File: config.mk
export PLATFORM = sky130hd
export DESIGN_NAME = axis_tick_scale
export DESIGN_NICKNAME = d
export VERILOG_FILES = /design/src/rtl/ats_pkg.sv /design/src/rtl/ats_alu.sv /design/src/rtl/axis_tick_scale.sv
export SDC_FILE = /design/constraint.sdc
export NUM_CORES = 1
export LEC_CHECK = 0
export ABC_AREA = 1
export BUFFER_PORTS_ARGS = -buffer_cell sky130_fd_sc_hd__buf_2
export CAP_MARGIN = 40
export CORE_MARGIN = 5
export CORE_UTILIZATION = 30
export CTS_CLUSTER_SIZE = 24
export DETAILED_ROUTE_END_ITERATION = 7
export SYNTH_ARGS = -nofsm -noshare
export SYNTH_HDL_FRONTEND = slang
export SYNTH_HIERARCHICAL = 1
export SYNTH_SLANG_ARGS = --single-unit
File: constraint.sdc
create_clock -name clk -period 20 [get_ports clk]
set_input_delay 3 -clock clk [delete_from_list [all_inputs] [get_ports clk]]
set_output_delay 3 -clock clk [all_outputs]
set_load 0.01 [all_outputs]
File: src/rtl/ats_pkg.sv
// Types and constants of the axis tick scaling block.
// Used by ats_alu and axis_tick_scale; depends on nothing.
package ats_pkg;

    localparam int ALU_W = 36;

    typedef logic signed [ALU_W-1:0] alu_word_t;

    typedef struct packed {
        logic sub;
    } alu_ctrl_t;

    typedef struct packed {
        logic neg;
        logic zero;
    } alu_flags_t;

    typedef enum logic [3:0] {
        ST_IDLE,
        ST_ORDER,
        ST_EQUAL,
        ST_RANGE,
        ST_SEARCH,
        ST_ABS,
        ST_DIV,
        ST_FIRST,
        ST_FIX,
        ST_CMP,
        ST_ADV,
        ST_HF_ADD,
        ST_HF_CMP,
        ST_HL_SUB,
        ST_HL_CMP,
        ST_FINISH
    } state_t;

    // Powers of ten, index is the exponent
    localparam logic [33:0] POW10 [0:10] = '{
        34'd1, 34'd10, 34'd100, 34'd1000, 34'd10000, 34'd100000,
        34'd1000000, 34'd10000000, 34'd100000000, 34'd1000000000,
        34'd10000000000
    };

    localparam logic [3:0]  HALVE_LIMIT = 4'd5;   // fewer intervals than this halve
    localparam logic [30:0] STEP_EQUAL  = 31'd2;  // one integer unit in half units
    localparam logic [4:0]  DIV_LAST    = 5'd31;  // last bit of the remainder loop

endpackage

File: src/rtl/ats_alu.sv
// Shared add/subtract unit with sign and zero flags.
// Depends on ats_pkg.
module ats_alu (
    input  ats_pkg::alu_word_t  opa,
    input  ats_pkg::alu_word_t  opb,
    input  ats_pkg::alu_ctrl_t  ctrl,
    output ats_pkg::alu_word_t  res,
    output ats_pkg::alu_flags_t flags
);
    import ats_pkg::*;

    // Add or subtract, then flag the result
    always_comb
    begin
        if (ctrl.sub)
        begin
            res = opa - opb;
        end
        else
        begin
            res = opa + opb;
        end
        flags.neg  = res[ALU_W-1];
        flags.zero = (res == '0);
    end

endmodule

File: src/rtl/axis_tick_scale.sv
// Top level of the axis tick scaling block: sequencer, working registers, output word.
// Depends on ats_pkg and ats_alu.
//
// Takes two range ends as one word and returns one word with the ordered ends, the major
// tick step and the first and last tick in half units. All arithmetic on the values runs
// through one shared 36-bit add/subtract unit under a state machine, in these steps: order
// and size the range, the power-of-ten search, the bit-serial remainder of the low end,
// place the first tick, count the intervals (1 to 11 intervals), halve the step where
// needed, and load the output. Equal ends go from ordering through a widening step
// straight to the output load. The input is not ready while a word is in work; a finished
// word waits in the output register while the next input word is taken, and the load
// stalls only while that register is still full.
module axis_tick_scale (
    input  logic         clk,
    input  logic         rst_n,
    input  logic         s_axis_tvalid,
    output logic         s_axis_tready,
    // first_value [31:0], second_value [63:32]
    input  logic [63:0]  s_axis_tdata,
    output logic         m_axis_tvalid,
    input  logic         m_axis_tready,
    // range_low [32:0], range_high [64:33], tick_step [95:65],
    // first_tick [130:96], last_tick [165:131], zero pad [167:166]
    output logic [167:0] m_axis_tdata,
    // step_halved [0]
    output logic [0:0]   m_axis_tuser
);
    import ats_pkg::*;

    state_t state_reg, state_next;

    logic signed [31:0] a_reg, a_next;
    logic signed [31:0] b_reg, b_next;
    logic signed [31:0] lo_reg, lo_next;
    logic signed [31:0] hi_reg, hi_next;
    logic signed [32:0] rlo_reg, rlo_next;
    logic [31:0]        range_reg, range_next;
    logic [3:0]         exp_reg, exp_next;
    logic [31:0]        mag_reg, mag_next;
    logic [29:0]        rem_reg, rem_next;
    logic [4:0]         cnt_reg, cnt_next;
    logic signed [32:0] first_reg, first_next;
    logic signed [32:0] last_reg, last_next;
    logic [3:0]         n_reg, n_next;
    logic signed [34:0] fh_reg, fh_next;
    logic signed [34:0] lh_reg, lh_next;
    logic signed [34:0] tmp_reg, tmp_next;
    logic [30:0]        step_reg, step_next;
    logic               halved_reg, halved_next;

    // Output word
    logic               ovalid_reg, ovalid_next;
    logic signed [32:0] o_rlo_reg;
    logic signed [31:0] o_rhi_reg;
    logic [30:0]        o_step_reg;
    logic signed [34:0] o_first_reg;
    logic signed [34:0] o_last_reg;
    logic               o_halved_reg;
    logic               out_load;

    logic [33:0]        p_w;
    logic [3:0]         exp_inc;
    logic [30:0]        div_w;
    logic signed [34:0] lo2_w;
    logic signed [34:0] hi2_w;

    alu_word_t  alu_a, alu_b, alu_res;
    alu_ctrl_t  alu_ctrl;
    alu_flags_t alu_flags;

    ats_alu u_alu (
        .opa   (alu_a),
        .opb   (alu_b),
        .ctrl  (alu_ctrl),
        .res   (alu_res),
        .flags (alu_flags)
    );

    assign exp_inc = exp_reg + 4'd1;
    assign p_w     = POW10[exp_reg];
    assign div_w   = {rem_reg, mag_reg[31]};
    assign lo2_w   = 35'($signed({lo_reg, 1'b0}));
    assign hi2_w   = 35'($signed({hi_reg, 1'b0}));

    // Next state
    always_comb
    begin
        state_next = state_reg;
        unique case (state_reg)
            ST_IDLE:
            begin
                if (s_axis_tvalid)
                begin
                    state_next = ST_ORDER;
                end
            end
            ST_ORDER:
            begin
                state_next = alu_flags.zero ? ST_EQUAL : ST_RANGE;
            end
            ST_EQUAL:  state_next = ST_FINISH;
            ST_RANGE:  state_next = ST_SEARCH;
            ST_SEARCH:
            begin
                if (!alu_flags.neg)
                begin
                    state_next = ST_ABS;
                end
            end
            ST_ABS:    state_next = ST_DIV;
            ST_DIV:
            begin
                if (cnt_reg == DIV_LAST)
                begin
                    state_next = ST_FIRST;
                end
            end
            ST_FIRST:
            begin
                state_next = (lo_reg[31] && (rem_reg != '0)) ? ST_FIX : ST_CMP;
            end
            ST_FIX:    state_next = ST_CMP;
            ST_CMP:
            begin
                if (!alu_flags.neg)
                begin
                    state_next = (n_reg < HALVE_LIMIT) ? ST_HF_ADD : ST_FINISH;
                end
                else
                begin
                    state_next = ST_ADV;
                end
            end
            ST_ADV:    state_next = ST_CMP;
            ST_HF_ADD: state_next = ST_HF_CMP;
            ST_HF_CMP: state_next = ST_HL_SUB;
            ST_HL_SUB: state_next = ST_HL_CMP;
            ST_HL_CMP: state_next = ST_FINISH;
            ST_FINISH:
            begin
                if (!ovalid_reg || m_axis_tready)
                begin
                    state_next = ST_IDLE;
                end
            end
            default:   state_next = ST_IDLE;
        endcase
    end

    // Sequencer outputs: handshake, unit operands, output load
    always_comb
    begin
        s_axis_tready = (state_reg == ST_IDLE);
        out_load      = (state_reg == ST_FINISH) && (!ovalid_reg || m_axis_tready);
        alu_a         = '0;
        alu_b         = '0;
        alu_ctrl.sub  = 1'b1;
        unique case (state_reg)
            ST_ORDER:
            begin
                alu_a = alu_word_t'(a_reg);
                alu_b = alu_word_t'(b_reg);
            end
            ST_EQUAL:
            begin
                alu_a = alu_word_t'(hi_reg);
                alu_b = alu_word_t'(1);
            end
            ST_RANGE:
            begin
                alu_a = alu_word_t'(hi_reg);
                alu_b = alu_word_t'(lo_reg);
            end
            ST_SEARCH:
            begin
                alu_a = alu_word_t'(POW10[exp_inc]);
                alu_b = alu_word_t'(range_reg);
            end
            ST_ABS:
            begin
                alu_b        = alu_word_t'(lo_reg);
                alu_ctrl.sub = lo_reg[31];
            end
            ST_DIV:
            begin
                alu_a = alu_word_t'(div_w);
                alu_b = alu_word_t'(p_w);
            end
            ST_FIRST:
            begin
                alu_a        = alu_word_t'(lo_reg);
                alu_b        = alu_word_t'(rem_reg);
                alu_ctrl.sub = !lo_reg[31];
            end
            ST_FIX:
            begin
                alu_a = alu_word_t'(first_reg);
                alu_b = alu_word_t'(p_w);
            end
            ST_CMP:
            begin
                alu_a = alu_word_t'(last_reg);
                alu_b = alu_word_t'(hi_reg);
            end
            ST_ADV:
            begin
                alu_a        = alu_word_t'(last_reg);
                alu_b        = alu_word_t'(p_w);
                alu_ctrl.sub = 1'b0;
            end
            ST_HF_ADD:
            begin
                alu_a        = alu_word_t'(fh_reg);
                alu_b        = alu_word_t'(p_w);
                alu_ctrl.sub = 1'b0;
            end
            ST_HF_CMP:
            begin
                alu_a = alu_word_t'(tmp_reg);
                alu_b = alu_word_t'(lo2_w);
            end
            ST_HL_SUB:
            begin
                alu_a = alu_word_t'(lh_reg);
                alu_b = alu_word_t'(p_w);
            end
            ST_HL_CMP:
            begin
                alu_a = alu_word_t'(tmp_reg);
                alu_b = alu_word_t'(hi2_w);
            end
            default:
            begin
                alu_a = '0;
            end
        endcase
    end

    // Working register updates
    always_comb
    begin
        a_next      = a_reg;
        b_next      = b_reg;
        lo_next     = lo_reg;
        hi_next     = hi_reg;
        rlo_next    = rlo_reg;
        range_next  = range_reg;
        exp_next    = exp_reg;
        mag_next    = mag_reg;
        rem_next    = rem_reg;
        cnt_next    = cnt_reg;
        first_next  = first_reg;
        last_next   = last_reg;
        n_next      = n_reg;
        fh_next     = fh_reg;
        lh_next     = lh_reg;
        tmp_next    = tmp_reg;
        step_next   = step_reg;
        halved_next = halved_reg;
        unique case (state_reg)
            ST_IDLE:
            begin
                a_next = s_axis_tdata[31:0];
                b_next = s_axis_tdata[63:32];
            end
            ST_ORDER:
            begin
                // order the ends on the sign of a - b
                lo_next = alu_flags.neg ? a_reg : b_reg;
                hi_next = alu_flags.neg ? b_reg : a_reg;
            end
            ST_EQUAL:
            begin
                rlo_next    = alu_res[32:0];
                fh_next     = 35'($signed({alu_res[32:0], 1'b0}));
                lh_next     = hi2_w;
                step_next   = STEP_EQUAL;
                halved_next = 1'b0;
            end
            ST_RANGE:
            begin
                rlo_next   = 33'(lo_reg);
                range_next = alu_res[31:0];
                exp_next   = '0;
            end
            ST_SEARCH:
            begin
                // advance while ten steps still fall short of the range
                if (alu_flags.neg)
                begin
                    exp_next = exp_inc;
                end
            end
            ST_ABS:
            begin
                mag_next = alu_res[31:0];
                rem_next = '0;
                cnt_next = '0;
            end
            ST_DIV:
            begin
                // one restoring step of |lo| mod step
                rem_next = alu_flags.neg ? div_w[29:0] : alu_res[29:0];
                mag_next = {mag_reg[30:0], 1'b0};
                cnt_next = cnt_reg + 5'd1;
            end
            ST_FIRST:
            begin
                first_next = alu_res[32:0];
                last_next  = alu_res[32:0];
                n_next     = '0;
            end
            ST_FIX:
            begin
                first_next = alu_res[32:0];
                last_next  = alu_res[32:0];
            end
            ST_CMP:
            begin
                fh_next = 35'($signed({first_reg, 1'b0}));
                lh_next = 35'($signed({last_reg, 1'b0}));
                if (!alu_flags.neg)
                begin
                    if (n_reg < HALVE_LIMIT)
                    begin
                        halved_next = 1'b1;
                        step_next   = 31'(p_w);
                    end
                    else
                    begin
                        halved_next = 1'b0;
                        step_next   = 31'({p_w, 1'b0});
                    end
                end
            end
            ST_ADV:
            begin
                last_next = alu_res[32:0];
                n_next    = n_reg + 4'd1;
            end
            ST_HF_ADD,
            ST_HL_SUB:
            begin
                tmp_next = alu_res[34:0];
            end
            ST_HF_CMP:
            begin
                // pull the first tick in where it still covers the low end
                if (alu_flags.neg || alu_flags.zero)
                begin
                    fh_next = tmp_reg;
                end
            end
            ST_HL_CMP:
            begin
                // pull the last tick in where it still covers the high end
                if (!alu_flags.neg)
                begin
                    lh_next = tmp_reg;
                end
            end
            default:
            begin
                tmp_next = tmp_reg;
            end
        endcase
    end

    // Output valid
    always_comb
    begin
        ovalid_next = ovalid_reg;
        if (out_load)
        begin
            ovalid_next = 1'b1;
        end
        else if (m_axis_tready)
        begin
            ovalid_next = 1'b0;
        end
    end

    // Control registers
    always_ff @(posedge clk or negedge rst_n)
    begin
        if (!rst_n)
        begin
            state_reg  <= ST_IDLE;
            ovalid_reg <= 1'b0;
        end
        else
        begin
            state_reg  <= state_next;
            ovalid_reg <= ovalid_next;
        end
    end

    // Working registers
    always_ff @(posedge clk)
    begin
        a_reg      <= a_next;
        b_reg      <= b_next;
        lo_reg     <= lo_next;
        hi_reg     <= hi_next;
        rlo_reg    <= rlo_next;
        range_reg  <= range_next;
        exp_reg    <= exp_next;
        mag_reg    <= mag_next;
        rem_reg    <= rem_next;
        cnt_reg    <= cnt_next;
        first_reg  <= first_next;
        last_reg   <= last_next;
        n_reg      <= n_next;
        fh_reg     <= fh_next;
        lh_reg     <= lh_next;
        tmp_reg    <= tmp_next;
        step_reg   <= step_next;
        halved_reg <= halved_next;
    end

    // Output word, held until taken
    always_ff @(posedge clk)
    begin
        if (out_load)
        begin
            o_rlo_reg    <= rlo_reg;
            o_rhi_reg    <= hi_reg;
            o_step_reg   <= step_reg;
            o_first_reg  <= fh_reg;
            o_last_reg   <= lh_reg;
            o_halved_reg <= halved_reg;
        end
    end

    assign m_axis_tvalid = ovalid_reg;
    assign m_axis_tdata  = {2'b00, o_last_reg, o_first_reg, o_step_reg, o_rhi_reg, o_rlo_reg};
    assign m_axis_tuser  = o_halved_reg;

endmodule

==> metrics.cfg <==
[sta]
max_slew.worst_pin.slew_ps = 921
relSlewSlack_pct = 37.9
setup_viol = 0
drv_slew = 0
min_period_ps = 8860
fin_skew_ps = 36.8
hold_viol_final = 0
tns_ps = 0
rsz0062_at_grt = false
fin_crit_sh_pct = 44.3
fmax_mhz = 113

[worst_setup_path]
crit_path_max_fanout = 64
end_kind = flop
cp_top_family = simple AND/OR/NAND/NOR gates
r2r_setup_slack_ps = 11140
cp-start-kind = flop
path_common_cell = nand2_1
critPathArrivalTime_ps = 9120
cp_data_required_time_ps = 20260
ff2ff_path_depth = 36
slowest_stage = dfrtp_1
critical-path-max-stage-delay_ps = 590
r2r-start = state_reg[1]
path_class = flop to flop
cp.buffers_inverters = 11
r2r-end = lh_reg[31]

[drt]
wl_um = 142000
drt-met1-wl_um = 52600
ant_nets = 0
routed_via_density = 5.25
drt-initial-drc-count = 3559
dr_wl_met2_um = 64100
remaining_drc_errors = 2
met3_length_um = 12700
wl_per_cell_um = 27.8
top_layer_used = met5
drtPass1Iterations = 8
via_count = 26812

[clocking]
cts-hold-fix-buffers = 0
clkSinkCount = 643
worst_skew_pair.late_latency_ps = 650
ctsRootBufferMaster = clkbuf_16
cts_max_path_buffers = 3
postCtsSetupRepairBufs = 0
cts_resized = 0
cts_buffers = 71
htreeDepth = 3
cts.clk_slew.worst_paths_ps = 60
cts_tree = done

[floorplanning]
ioPinCount = 239
die_h_um = 336
core_region_area_um2 = 105000
initial_core_util_pct = 30.3
core.rowCount = 119
dieArea_um2 = 113000
die_w_um = 336

[yosys]
syn-cell-area_um2 = 31900
synth_area_per_cell_um2 = 9.34
netlist_instances = 3416
synth_warnings = 6

[hold_path]
min-delay-start = rlo_reg[21]
min_path_type = flop to flop
holdPathStages = 0
hold_end = o_rlo_reg[21]

[job]
maxCapViolations = 0

[layout]
drive_above_1_share_pct = 12.7
area_delta_synth_final_pct = 16.9
layout.nets = 3779
multi_input_area_um2 = 10600
post-route-util_pct = 35.4
fillCellCount = 10784
register_area_um2 = 19300

[status]
violations = design-rule violations
status = finished with violations

[global_route]
grt-ovfl-total = 0
grt_max_degree = 88
first_global_vias = 25616
track_usage_pct = 24.5
grt_pass1_wl_um = 195000
antenna_found_initial = 9

[placed_design]
gp_congestion = 1.06
portBuffers = 236
place_hpwl_um = 108000

[area by class of cell]
class	count	area share, %
inverter	436	4.39
antenna	3	0.0201
sequential	643	51.7
multi-input combinational	2218	28.3
clock buffer	86	5.08
tap	1391	4.67
clock inverter	42	1.37
timing repair buffer	290	4.45
[stage by stage]
step / setup WS [ps] / std cells / cell area [µm²] / hold WS, ps
6_report: 11140 / 5109 / 37300 / 414
5_1_grt: 10660 / 5106 / 37300 / 416
4_1_cts: 11410 / 5105 / 37300 / 413
3_5_place_dp: 11480 / 4977 / 34900 / 405
3_3_place_gp: 11600 / 4968 / 34700 / 400
2_1_floorplan: 9360 / 3417 / 31900 / 400
[layout by cell type (no fill, tap or decap), drive strengths merged]
cell type,count
o221ai,22
inv,438
nand4,43
a31oi,1
nand3,165
o31ai,5
o21ai,243
or2,2
o211ai,47
o21bai,3
nor3,19
clkbuf,87
clkinv,28
a21o,2
bufinv,9
dfrtp,5
nor4,5
xor2,33
clkinvlp,3
nand3b,6
nor2,304
ha,50
edfxtp,638
xnor2,10
buf,289
a21oi,97
conb,2
a211oi,2
o22ai,61
and2,5
nor3b,1
nand2,1085
diode,3
a22oi,4
fa,1
[worst max-delay path by stage]
stage | startpoint | to | slack, ps | cells after the start
after floorplan | m_axis_tready | m_axis_tuser | 9360 | 2
final | state_reg[1] | lh_reg[31] | 11140 | 36
after global routing | state_reg[1] | lh_reg[28] | 10660 | 36
after global placement | state_reg[1] | lh_reg[29] | 11600 | 36
after detailed placement | state_reg[1] | lh_reg[29] | 11480 | 36
after CTS | state_reg[1] | lh_reg[7] | 11410 | 36
[per-layer routing]
layer	vias to the layer above	track usage (%)
met5	-	0
met4	4	17.6
met3	411	4.78
met2	1660	39.1
met1	12796	29.8
li1	11941	-
Power is not shown: default switching activity piles up to over one toggle a cycle in this logic, so the estimate is an artifact.
